File: src/hw/rtl/radial_alpha_falloff_macros.svh
// Assertion macros shared by the radial alpha falloff RTL.
`ifndef RADIAL_ALPHA_FALLOFF_MACROS_SVH
`define RADIAL_ALPHA_FALLOFF_MACROS_SVH

// Same-cycle implication, disabled while reset is asserted.
`define RDAF_ASSERT_NOW(label, clk, rst_n, ante, cons, msg) \
  label: assert property (@(posedge clk) disable iff (!rst_n) (ante) |-> (cons)) \
    else $error(msg);

// Next-cycle implication, disabled while reset is asserted.
`define RDAF_ASSERT_NEXT(label, clk, rst_n, ante, cons, msg) \
  label: assert property (@(posedge clk) disable iff (!rst_n) (ante) |=> (cons)) \
    else $error(msg);

`endif

File: src/hw/rtl/rdaf_pkg.sv
// Shared constants, widths and payload types of the radial alpha falloff block.
package rdaf_pkg;

  localparam int MAX_SIZE = 1024;

  // Fixed field widths
  localparam int CFG_W   = 11;
  localparam int COORD_W = 10;
  localparam int ALPHA_W = 8;

  localparam logic [CFG_W-1:0] SIZE_RESET = CFG_W'(64);

  // Stream packing
  localparam int IN_TDATA_W  = ((2 * COORD_W + 7) / 8) * 8;
  localparam int OUT_TDATA_W = ((ALPHA_W + 7) / 8) * 8;

  // Geometry widths (doubled coordinates)
  localparam int SIZE_W = $clog2(MAX_SIZE) + 1;
  localparam int TWO_W  = (SIZE_W > COORD_W + 1) ? SIZE_W : COORD_W + 1;
  localparam int SQ_W   = 2 * SIZE_W - 1;
  localparam int DEN_W  = 2 * SIZE_W;
  localparam int REM_W  = DEN_W + 1;

  // Ratio quotient: Q0.32 plus one integer bit
  localparam int R2_FRAC    = 32;
  localparam int R2_W       = R2_FRAC + 1;
  localparam int DIV_STEP   = 2;
  localparam int DIV_STAGES = R2_FRAC / DIV_STEP;

  // Square root in Q0.16, value range 0..2^16
  localparam int ROOT_FRAC = R2_FRAC / 2;
  localparam int ROOT_W    = ROOT_FRAC + 1;
  localparam int SQ_REM_W  = R2_W + 2;

  localparam logic [ROOT_W-1:0] ROOT_ONE = ROOT_W'(1) << ROOT_FRAC;

  localparam int SCALE_W = 8;
  localparam logic [SCALE_W-1:0] ALPHA_SCALE = SCALE_W'(255);

  // Output skid buffer
  localparam int SKID_DEPTH = 2;
  localparam int SKID_PTR_W = $clog2(SKID_DEPTH);
  localparam int SKID_CNT_W = $clog2(SKID_DEPTH + 1);

  typedef struct packed {
    logic [DEN_W-1:0] d2;
    logic [DEN_W-1:0] den;
    logic             outside;
  } div_in_t;

  typedef struct packed {
    logic [R2_W-1:0] r2;
    logic            outside;
  } div_out_t;

  typedef struct packed {
    logic [ROOT_W-1:0] root;
    logic              outside;
  } root_item_t;

  typedef struct packed {
    logic [ALPHA_W-1:0] alpha;
    logic               outside;
  } out_item_t;

endpackage

File: src/hw/rtl/rdaf_pow.sv
// Falloff shaping: (1 - r)^4 in Q0.16, scaled to a byte; one subtract stage, then one multiply per stage.
module rdaf_pow import rdaf_pkg::*; (
  input  logic       clk,
  input  logic       rst_n,
  input  logic       ce,
  input  logic       in_vld,
  input  root_item_t in_item,
  output logic       out_vld,
  output out_item_t  out_item
);

  localparam int NST    = 4;
  localparam int PROD_W = 2 * ROOT_W;
  localparam int SCL_W  = ROOT_W + SCALE_W;

  logic [NST-1:0]     vld_r;
  logic [NST-1:0]     outside_r;
  logic [ROOT_W-1:0]  a_r, a2_r, a4_r;
  logic [ALPHA_W-1:0] alpha_r;

  logic [PROD_W-1:0]  a2_prod, a4_prod;
  logic [SCL_W-1:0]   scl_prod;

  assign a2_prod  = PROD_W'(a_r) * PROD_W'(a_r);
  assign a4_prod  = PROD_W'(a2_r) * PROD_W'(a2_r);
  assign scl_prod = SCL_W'(a4_r) * SCL_W'(ALPHA_SCALE);

  always_ff @(posedge clk) begin
    if (!rst_n) begin
      vld_r <= '0;
    end else if (ce) begin
      vld_r <= {vld_r[NST-2:0], in_vld};
    end
  end

  always_ff @(posedge clk) begin
    if (ce) begin
      a_r       <= ROOT_ONE - in_item.root;
      a2_r      <= a2_prod[ROOT_FRAC +: ROOT_W];
      a4_r      <= a4_prod[ROOT_FRAC +: ROOT_W];
      alpha_r   <= outside_r[2] ? '0 : scl_prod[ROOT_FRAC +: ALPHA_W];
      outside_r <= {outside_r[NST-2:0], in_item.outside};
    end
  end

  assign out_vld          = vld_r[NST-1];
  assign out_item.alpha   = alpha_r;
  assign out_item.outside = outside_r[NST-1];

endmodule

File: config.mk
export PLATFORM = sky130hd
export DESIGN_NAME = rdaf_pow
export DESIGN_NICKNAME = d
export VERILOG_FILES = /design/src/hw/rtl/radial_alpha_falloff_macros.svh /design/src/hw/rtl/rdaf_pkg.sv /design/src/hw/rtl/rdaf_pow.sv
export SDC_FILE = /design/constraint.sdc
export NUM_CORES = 1
export LEC_CHECK = 0
export BUFFER_PORTS_ARGS = -buffer_cell sky130_fd_sc_hd__buf_2
export CAP_MARGIN = 25
export CELL_PAD_IN_SITES_DETAIL_PLACEMENT = 0
export CELL_PAD_IN_SITES_GLOBAL_PLACEMENT = 1
export CORE_ASPECT_RATIO = 0.75
export CORE_MARGIN = 10
export CORE_UTILIZATION = 57
export DETAILED_ROUTE_END_ITERATION = 16
export GPL_TIMING_DRIVEN = 0
export MAX_ROUTING_LAYER = met4
export PLACE_DENSITY_LB_ADDON = 0.1
export SYNTH_ARGS = -nofsm -noshare
export SYNTH_HDL_FRONTEND = slang
export SYNTH_SLANG_ARGS = --single-unit
File: constraint.sdc
create_clock -name clk -period 12.9 [get_ports clk]
set_clock_uncertainty 0.15 [all_clocks]
set_input_delay 1.29 -clock clk [delete_from_list [all_inputs] [get_ports clk]]
set_output_delay 1.29 -clock clk [all_outputs]
set_load 0.02 [all_outputs]
==> results by stage, run 1 <==
Status:
- The run finished with clean final reports.

Floorplanning:
- The starting utilization of the core area is 0.5772.
- The core area is 0.03588 mm².
- The floorplan step set the die width to 240.1 µm.
- The die height is 185.1 µm.
- The number of primary I/O pins is 32.
- The die covers 0.04444 mm².
- The placement row count is 60.

Route:
- Detailed routing inserted a total of 13890 vias.
- The routed wire length per instance is 16.31 µm.
- The post-detailed-route count of antenna-violating nets is 0.
- The routed via count divided by cell count is 5.234.
- The routed design has 43270 µm of wire.
- The initial detailed-routing violation count is 837.
- The first-pass iteration count of the detailed router is 5.
- The total DRC errors in the routed layout is 0.

Worst setup path:
- The element type at the critical path start is a flip-flop.
- For the worst setup path, the data required time is 12.85 ns.
- The worst setup path is captured at a flip-flop.
- The kind of critical path is reg2reg.
- In this run the worst path has a maximum fanout of 10.
- For the worst setup path, the data arrival time is 7.39 ns.

Yosys:
- Synthesis produced 2140 cells.
- Among all flip-flop cells after synthesis, the most frequent one is edfxtp_1.
- The portion of synthesized cell area occupied by the leading cell type is 0.4349.
- For this run, the register share of the synthesized area comes to 0.09520.
- For this run, the number of Yosys warnings is 0.
- The cell area that synthesis handed to floorplanning was 0.02071 mm².
- The number of nets in the synthesized netlist is 2862.
- Sorting the synthesized cells by area gives the leading types as fa_1 43%, ha_1 15%, inv_1 12%.
- The number of enable-type register cells in the synthesized netlist is 63.
- In this run, synthesis produced a sequential element count of 67.
- The mean post-synth cell area is 9.679 µm².
- The biggest area contributor in the post-synthesis netlist is fa_1.
- Synthesis instantiated 64 different standard cells from the library.
- The proportion of register bits with asynchronous set or reset after synthesis is 0.

Global routing:
- The number of antenna violations at the first check in global routing came to 1.
- The total routing resource utilization after global routing is 0.2239.
- The first global-routing pass estimated 76110 µm of wire.
- Entering global routing, the biggest net connects 65 pins.
- After global routing the overflow that remains totals 0.
- The via count of the first global-routing pass is 15210.

STA:
- The max-slew violation count came to 0.
- The highest attainable clock frequency is 134.4 MHz.
- Setup repair after global routing left no endpoint under its margin.
- The setup total negative slack is 0 ns.
- Across all setup checks in the final design, the least slack found is 5.461 ns.
- The minimum clock period after layout is 7.439 ns.
- At the pin with the least slew margin, the transition time is 0.9543 ns.
- The final worst-path cycle share is 0.5767.
- Setup violations remaining at the end of the flow were counted as 0.
- The count of endpoints failing hold in the final timing report came to 0.
- Headroom to the max-slew limit came out at 0.3638.

Cells and area:
- In the final layout, the multi-input gates occupy 0.01618 mm².
- Of the cells placed in the final design, the portion with a size suffix greater than 1 is 0.03245.
- From synthesis to final layout, the design area changed by 5.104%.
- The antenna diode instance count is 0.
- The layout net count is 2905.
- The sequential cells in the finished layout cover a total of 0.001972 mm².
- Fill cells in the final layout number 3161.

Clock tree:
- The post-cts resize count is 0.
- The number of clock buffers inserted by TritonCTS is 9.
- The clock passes through at most 2 buffers.
- The number of sinks handled by clock tree synthesis is 67.
- The post-CTS repair timing setup buffer count is 0.
- The TritonCTS clock tree is built.
- The tree is rooted in a clkbuf_16.
- The insertion delay of the later-clocked pin in the worst-skew pair is 0.37 ns.
- The H-tree depth reported by CTS is 3.
- In this run, post-CTS hold repair placed 0 buffers.
- The register clock-pin slew on the reported worst setup and hold paths is 0.07 ns.

Place:
- The quantity of I/O buffers inserted on ports is 31.
- Prior to clock tree synthesis, the placed netlist has a worst setup slack of 5.584 ns.
- The HPWL reported at the end of detailed placement is 38040 µm.
- The final weighted congestion in routability-driven placement is 0.9543.

Job:
- Across the run, the number of max-cap violations was 0.

Min path:
- The min-delay analysis places its worst path in the category reg2reg.
-- worst paths after layout --
path | from | to | slack, ns | cells after the start
setup / recovery | a2_r[9] | a4_r[16] | 5.46 | 22
hold / removal | outside_r[0] | outside_r[1] | 0.29 | 0
setup reg to reg | a2_r[9] | a4_r[16] | 5.46 | 22
hold reg to reg | outside_r[0] | outside_r[1] | 0.29 | 0
-- synthesized netlist by cell type (22+ instances only) --
library cell,count
a21o_1,32
a21oi_1,62
and2_1,110
clkbuf_1,41
edfxtp_1,63
fa_1,450
ha_1,250
inv_1,638
nand2_1,181
nor2_1,54
o21ai_0,22
xnor2_1,57
xor2_1,24
-- worst max-delay path, cell delays in order, from the launching register on --
cell      delay [ns]
edfxtp_1        0.60
clkbuf_1        0.64
nand2_1         0.21
inv_1           0.14
fa_1            0.39
inv_1           0.09
fa_1            0.43
fa_1            0.52
inv_1           0.06
fa_1            0.49
fa_1            0.49
inv_1           0.05
fa_1            0.47
inv_1           0.04
ha_1            0.33
a21o_1          0.18
a21o_1          0.17
a21oi_1         0.18
nor2_1          0.06
nor3_1          0.68
a41oi_2         0.37
a311oi_2        0.35
xnor2_1         0.09
-- through the flow --
step | util | cells | hold WS [ns] | cell area (µm²)
finish | 0.6067 | 2653 | 0.2853 | 21770
global route | 0.6067 | 2653 | 0.3039 | 21770
global placement | 0.5978 | 2636 | 0.2546 | 21450
CTS | 0.6063 | 2652 | 0.2906 | 21760
floorplan | - | 2140 | 0.2503 | 20710
detailed placement | 0.5978 | 2636 | 0.2617 | 21450
-- cell usage in the layout, fill, tap and decap left out, types with 24 or more instances in the layout --
master,synthesis,layout
nor2_1,54,54
nand2_1,181,181
ha_1,250,250
edfxtp_1,63,63
clkbuf_1,41,42
a21o_1,32,32
a21oi_1,62,62
and2_1,110,110
fa_1,450,450
buf_2,0,30
xor2_1,24,24
inv_1,638,638
xnor2_1,57,57
-- routing by layer --
metal  GRT usage  vias to the layer above  part of all wire
li1            -                     6508                 -
met1      0.3234                     7050              0.49
met2      0.3251                      303              0.42
met3     0.04797                       24             0.073
met4     0.03460                        0            0.0090
met5           -                        -                 0
-- flip-flops by register name (all words and copies together), names as in the netlist --
register and cells:
a_r 17, a4_r 17, outside_r 4, a2_r 17, alpha_r 8, vld_r 4
-- logic make-up (layout without fill, tap and decap cells) --
kind of cell | count (synthesis) | after routing | synth area share
fa+ha+maj | 700 | 700 | 0.5859
xor+xnor | 81 | 81 | 0.03425
buf+inv | 681 | 729 | 0.1236
flops | 67 | 67 | 0.09520
simple gates | 430 | 430 | 0.1017
mux | 7 | 7 | 0.003503
compound gates | 174 | 174 | 0.05588
-- final cells by class --
type | instances | area share
clock buffers | 11 | 0.01115
multi-input cells | 1392 | 0.7433
plain buffers | 43 | 0.007586
well taps | 465 | 0.02672
flip-flops and latches | 67 | 0.09057
inverters | 638 | 0.1100
repair buffers | 32 | 0.007816
clock inverters | 5 | 0.002874
Power of run 1 is not shown: default switching activity piles up to over one toggle a cycle in this logic, so the estimate is an artifact.
==> inputs of run 2 (changes only) <==
--- a/config.mk
+++ b/config.mk
@@ -11,7 +11,7 @@
 export CELL_PAD_IN_SITES_GLOBAL_PLACEMENT = 1
 export CORE_ASPECT_RATIO = 0.75
 export CORE_MARGIN = 10
-export CORE_UTILIZATION = 57
+export CORE_UTILIZATION = 53
 export DETAILED_ROUTE_END_ITERATION = 16
 export GPL_TIMING_DRIVEN = 0
 export MAX_ROUTING_LAYER = met4
==> constraint.sdc (replaced) <==
create_clock -name clk -period 7.8 [get_ports clk]
set_clock_uncertainty 0.15 [all_clocks]
set_input_delay 0.78 -clock clk [delete_from_list [all_inputs] [get_ports clk]]
set_output_delay 0.78 -clock clk [all_outputs]
set_load 0.02 [all_outputs]
==> results by stage, run 2 (same netlist as run 1, synthesis figures left out) <==
Route:
- The post-detailed-route count of antenna-violating nets is 0.
- The routed layout has 13810 vias.
- The sum of routed wire length over all layers is 43730 µm.
- The first-pass iteration count of the detailed router is 5.
- For this run, design rule violations remaining after detail routing come to 0.
- The routed via count divided by cell count is 5.114.
- The routed wire length per instance is 16.19 µm.
- The initial detailed-routing violation count is 867.

STA:
- The count of endpoints failing hold in the final timing report is 0.
- The setup total negative slack is 0 ns.
- Setup violations remaining at the end of the flow were counted as 0.
- The final worst-path cycle share is 0.9647.
- The minimum clock period after layout is 7.524 ns.
- In this run the tightest slew margin relative to its limit is 0.2182.
- The max-slew violation count is 0.
- Setup repair after global routing left no endpoint under its margin.
- The hold slack is 0.2770 ns.
- The transition time of the tightest slew-check pin is 1.158 ns.
- Setup slack on the critical path of the routed design comes to 0.2755 ns.
- For this run, the top clock speed supported by timing is 132.9 MHz.

Worst setup path:
- Setup slack on the worst reg-to-reg path comes out at 0.28 ns.
- For the worst flop-to-flop path, the logic depth is 22.
- The endpoint of the worst-slack reg-to-reg timing path is a4_r[16].
- The required time of the critical path is 7.76 ns.
- The worst setup path is launched from a flip-flop.
- The critical path endpoint category is a flip-flop.
- The most critical setup path has its startpoint at a2_r[9].
- The end of the critical path is a4_r[16].
- Along the worst path, the maximum fanout reaches 10.
- The worst register-to-register path begins at a2_r[9].
- The setup path with the least slack is of type reg2reg.
- The arrival time at the worst endpoint is 7.49 ns.

Clock tree:
- The register clock-pin slew on the reported worst setup and hold paths is 0.06 ns.
- The insertion delay of the later-clocked pin in the worst-skew pair is 0.37 ns.
- The clock net in this run drives a total of 67 sinks.
- The post-cts resize count is 0.
- The tree is rooted in a clkbuf_16.
- The number of clock buffers inserted by TritonCTS is 9.
- The number of hold buffers added after CTS was 0.
- CTS built an H-tree with a depth of 3.
- In this run the post-CTS setup repair buffer count came out at 0.
- The TritonCTS clock tree is built.
- Counting along the longest clock path gives a buffer depth of 2.

Global routing:
- Summed over all layers, the global routing overflow is 0.
- The via count of the first global-routing pass was 15280.
- The first-pass GRT wire length is 76870 µm.
- Entering global routing, the biggest net connects 65 pins.
- The number of antenna violations at the first check in global routing was 1.
- The total routing resource utilization after global routing is 0.2109.

Cells and area:
- The filler cells instantiated in the layout total 3520.
- In the layout the commonest cells are 638 x inv_1, 450 x fa_1, 250 x ha_1.
- In the final design database the tool counted 2905 nets.
- The largest registers in the layout are a2_r: 17 flops, a4_r: 17 flops, a_r: 17 flops.
- In the final layout, the share of cells above drive strength 1 is 0.03199.
- The library cell used most frequently in the layout, excluding fill and tap cells, is inv_1.
- Relative to the synthesized area, the layout overhead comes to 5.340%.

Place:
- The HPWL reported at the end of detailed placement is 38750 µm.
- The worst slack after detailed placement is 0.4549 ns.
- The quantity of I/O buffers inserted on ports is 31.
- The final weighted congestion in routability-driven placement is 0.9592.

Min path:
- The classification of the worst-slack hold path is reg2reg.

Floorplanning:
- The die height is 191.2 µm.
- Measured along the x axis, the die boundary spans 248.3 µm.
- For this configuration, the core starts out at a cell density of 0.5394.
- The full die area is 0.04747 mm².
- After floorplanning, the core was sized to cover 0.03840 mm².
- During I/O placement, the number of pins put on the boundary was 32.
- The placement row count is 62.

Status:
- The run finished with clean final reports.

Job:
- The max-cap violation count is 0.
[run 2: changes by cell type in the layout (fill, tap and decap cells not counted), sizes merged]
| cell | change |
|---|---|
| clkinv | +3 |
| diode | +1 |
| clkinvlp | -1 |
| clkbuf | -2 |
[run 2: per-stage QoR]
step                std cells  utilization  cell area (µm²)
floorplan                2140            -            20710
global placement         2683       0.5602            21510
detailed placement       2683       0.5602            21510
CTS                      2699       0.5678            21800
global route             2700       0.5682            21820
finish                   2701       0.5682            21820
[run 2: worst max-delay path: stages, from the launching register on]
cell and delay, ns:
edfxtp_1 0.59, clkbuf_1 0.65, nand2_1 0.21, inv_1 0.14, fa_1 0.39, inv_1 0.09
fa_1 0.41, fa_1 0.52, inv_1 0.05, fa_1 0.50, fa_1 0.49, inv_1 0.05
fa_1 0.47, inv_1 0.04, ha_1 0.33, a21o_1 0.17, a21o_1 0.16, a21oi_1 0.17
nor2_1 0.06, nor3_1 0.80, a41oi_2 0.39, a311oi_2 0.35, xnor2_1 0.09
[run 2: routing by layer]
layer	wire, µm	track usage	part of all wire	up-vias
met2	18420	0.3047	0.42	319
met5	0	-	0	-
li1	-	-	-	6509
met1	21920	0.3085	0.50	6959
met3	3022	0.04310	0.069	25
met4	366	0.02861	0.0084	0
[run 2: layout make-up]
cell class                      instances  area (µm²)  share of cell area
Antenna cell                            1       2.502           0.0001147
Buffer                                 43       165.2            0.007569
Multi-Input combinational cell       1392       16180              0.7416
Clock buffer                            9       225.2             0.01032
Tap cell                              512       640.6             0.02936
Sequential cell                        67        1972             0.09037
Inverter                              638        2395              0.1098
Timing Repair Buffer                   32       170.2            0.007799
Clock inverter                          7       67.56            0.003097
[run 2: worst min-delay path by stage]
stage / cells after the start / startpoint / slack, ns / end
6_report: 0 / outside_r[0] / 0.28 / outside_r[1]
5_1_grt: 0 / outside_r[1] / 0.28 / outside_r[2]
4_1_cts: 0 / outside_r[0] / 0.28 / outside_r[1]
3_5_place_dp: 0 / outside_r[0] / 0.26 / outside_r[1]
3_3_place_gp: 0 / outside_r[1] / 0.26 / outside_r[2]
2_1_floorplan: 0 / outside_r[0] / 0.25 / outside_r[1]
Power of run 2 is left out for the same reason.
==> inputs of run 3 (changes only) <==
--- a/config.mk
+++ b/config.mk
@@ -5,7 +5,7 @@
 export SDC_FILE = /design/constraint.sdc
 export NUM_CORES = 1
 export LEC_CHECK = 0
-export BUFFER_PORTS_ARGS = -buffer_cell sky130_fd_sc_hd__buf_2
+export BUFFER_PORTS_ARGS = -buffer_cell sky130_fd_sc_hd__buf_4
 export CAP_MARGIN = 25
 export CELL_PAD_IN_SITES_DETAIL_PLACEMENT = 0
 export CELL_PAD_IN_SITES_GLOBAL_PLACEMENT = 1
@@ -14,6 +14,7 @@
 export CORE_UTILIZATION = 53
 export DETAILED_ROUTE_END_ITERATION = 16
 export GPL_TIMING_DRIVEN = 0
+export HOLD_SLACK_MARGIN = 0.1
 export MAX_ROUTING_LAYER = met4
 export PLACE_DENSITY_LB_ADDON = 0.1
 export SYNTH_ARGS = -nofsm -noshare
==> results by stage, run 3 (same netlist as run 1, synthesis figures left out) <==
Global routing:
- The number of antenna violations at the first check in global routing is 3.
- The first global-routing pass estimated 77940 µm of wire.
- In this run the most used layer during global routing was met2.
- The via count of the first global-routing pass came to 15610.
- The leftover overflow at the end of global routing is 0.
- For this run, the total global-route usage over all layers was measured as 0.2132.
- In the global route stage, met3 resource usage came out at 0.04700.
- The global-route track usage on met1 is 0.3062.
- The largest net degree at the start of global routing is 65.
- The global-route track usage on met2 is 0.3133.

Clock tree:
- In this run the number of H-tree levels came out at 3.
- The insertion delay of the later-clocked pin in the worst-skew pair is 0.36 ns.
- Once the clock tree was built, the resizer swapped 0 gates to a different size.
- The tree is rooted in a clkbuf_16.
- The clock passes through at most 2 buffers.
- Buffers added to address setup during post-CTS repair amount to 0.
- The number of sinks handled by clock tree synthesis is 67.
- The TritonCTS clock tree is built.
- Buffers inserted to repair hold after CTS numbered 0.
- Clock-pin slew was measured on the worst setup and hold paths at 0.06 ns.
- The number of clock buffers inserted by TritonCTS is 9.

Floorplanning:
- The floorplan step defined a core boundary enclosing 0.03840 mm².
- The horizontal extent of the die is 248.3 µm.
- From bottom edge to top edge, the die measures 191.2 µm.
- The die covers 0.04747 mm².
- In this run the core area contains 62 standard-cell rows.
- The number of primary I/O pins is 32.
- The starting utilization of the core area is 0.5394.

STA:
- Setup repair after global routing left no endpoint under its margin.
- The final worst-path cycle share is 0.9647.
- The setup total negative slack is 0 ns.
- The count of endpoints failing hold in the final timing report is 0.
- The max-slew violation count is 0.
- The worst pin sits at a relative slew slack of 0.3663.
- The transition time of the tightest slew-check pin is 0.9506 ns.
- Setup violations remaining at the end of the flow were counted as 0.
- The worst path needs 7.525 ns of the cycle, external delays included.
- Timing would allow up to 132.9 MHz.

Route:
- In the routed layout, each cell is associated on average with a via count of 5.163.
- The via count is 13940.
- Before antenna repair, the detailed router went through 5 iterations.
- In this run the remaining antenna-violating nets after routing total 0.
- The initial detailed-routing violation count is 811.
- The total DRC errors in the routed layout is 0.
- For this block, the routed nets add up to 44420 µm of wire.
- The routed wire length per instance is 16.45 µm.

Worst setup path:
- The element type at the critical path start is a flip-flop.
- The cell family contributing the most delay on the critical path is adder cells.
- The required time of the critical path is 7.75 ns.
- The standard cell with the maximum stage delay on the critical path is nor3_1.
- In this design, the stage delay of the slowest critical-path cell is 0.77 ns.
- The critical path is of the reg2reg type.
- The most frequent cell on the critical path is fa_1.
- STA classifies the critical path endpoint as a flip-flop.
- Walking the worst path, the cells encountered are clkbuf_1 > nand2_1 > inv_1 > fa_1 > inv_1 > fa_1 > fa_1 > inv_1 > fa_1 > fa_1 > inv_1 > fa_1 > inv_1 > ha_1 > a21o_1 > a21o_1 > a21oi_1 > nor2_1 > nor3_1 > a41oi_2 > a311oi_2 > xnor2_1.
- The top fanout value on the critical path is 10.
- At the worst endpoint, the arrival time is 7.48 ns.
- Together, buffers and inverters on the worst path number 6.

Cells and area:
- Relative to the synthesized area, the layout overhead comes to 5.727%.
- The most common cell after layout, fill and taps aside is inv_1.
- The antenna diode instance count is 0.
- In the layout the commonest cells are 638 x inv_1, 450 x fa_1, 250 x ha_1.
- The final layout contains 2906 nets.
- In the final layout, the registers with the most flip-flops are a2_r: 17 flops, a4_r: 17 flops, a_r: 17 flops.
- In the final layout, the share of cells above drive strength 1 is 0.03243.
- The filler cells instantiated in the layout total 3533.

Min path:
- The path class of the tightest hold or removal check is reg2reg.

Place:
- At the end of routability-driven placement, the weighted congestion stood at 0.9553.
- Buffers placed on the I/O ports in this run total 31.
- The HPWL reported at the end of detailed placement is 39100 µm.

Status:
- The run finished with clean final reports.

Job:
- The tool flagged a number of max-cap violations equal to 0.
==> run 3: changes by cell type in the layout (fill, tap and decap cells not counted) <==
cell | previous run | this run
clkinv_1 | 2 | 0
buf_2 | 30 | 0
clkinvlp_4 | 1 | 2
clkinv_2 | 1 | 0
clkbuf_1 | 41 | 43
buf_4 | 2 | 32
diode_2 | 1 | 0
clkbuf_2 | 0 | 1
==> run 3: routing by layer <==
metal | wire (µm) | vias up
li1 | - | 6499
met1 | 22070 | 7126
met2 | 19100 | 301
met3 | 2981 | 18
met4 | 276 | 0
met5 | 0 | -
==> run 3: metrics by stage <==
step	hold slack (ns)	instance area [µm²]	setup slack, ns	cells	utilization
finish	0.2816	21900	0.2754	2701	0.5703
global route	0.2861	21900	0.04737	2701	0.5703
CTS	0.2822	21880	0.4239	2699	0.5699
detailed placement	0.2664	21590	0.4418	2683	0.5622
global placement	0.2548	21590	0.4782	2683	0.5622
floorplan	0.2503	20710	1.543	2140	-
==> run 3: final cells by class <==
class | instances | area, µm² | area share
Sequential cell | 67 | 1972 | 0.09004
Inverter | 638 | 2395 | 0.1094
Timing Repair Buffer | 33 | 250.2 | 0.01143
Multi-Input combinational cell | 1392 | 16180 | 0.7389
Buffer | 43 | 165.2 | 0.007542
Tap cell | 512 | 640.6 | 0.02925
Clock buffer | 11 | 232.7 | 0.01063
Clock inverter | 5 | 62.56 | 0.002857
==> run 3: worst register-to-register path, cell delays in order, from the launching register on <==
cell      delay (ns)
edfxtp_1        0.59
clkbuf_1        0.63
nand2_1         0.21
inv_1           0.13
fa_1            0.40
inv_1           0.10
fa_1            0.42
fa_1            0.52
inv_1           0.06
fa_1            0.50
fa_1            0.49
inv_1           0.05
fa_1            0.47
inv_1           0.04
ha_1            0.33
a21o_1          0.18
a21o_1          0.17
a21oi_1         0.17
nor2_1          0.06
nor3_1          0.77
a41oi_2         0.39
a311oi_2        0.35
xnor2_1         0.09
==> run 3: worst paths after layout <==
kind,from,endpoint,slack (ns),cells after the start
min reg2reg,outside_r[1],outside_r[2],0.28,0
max,a2_r[9],a4_r[16],0.28,22
min,outside_r[1],outside_r[2],0.28,0
max reg2reg,a2_r[9],a4_r[16],0.28,22
Power of run 3 is left out for the same reason.
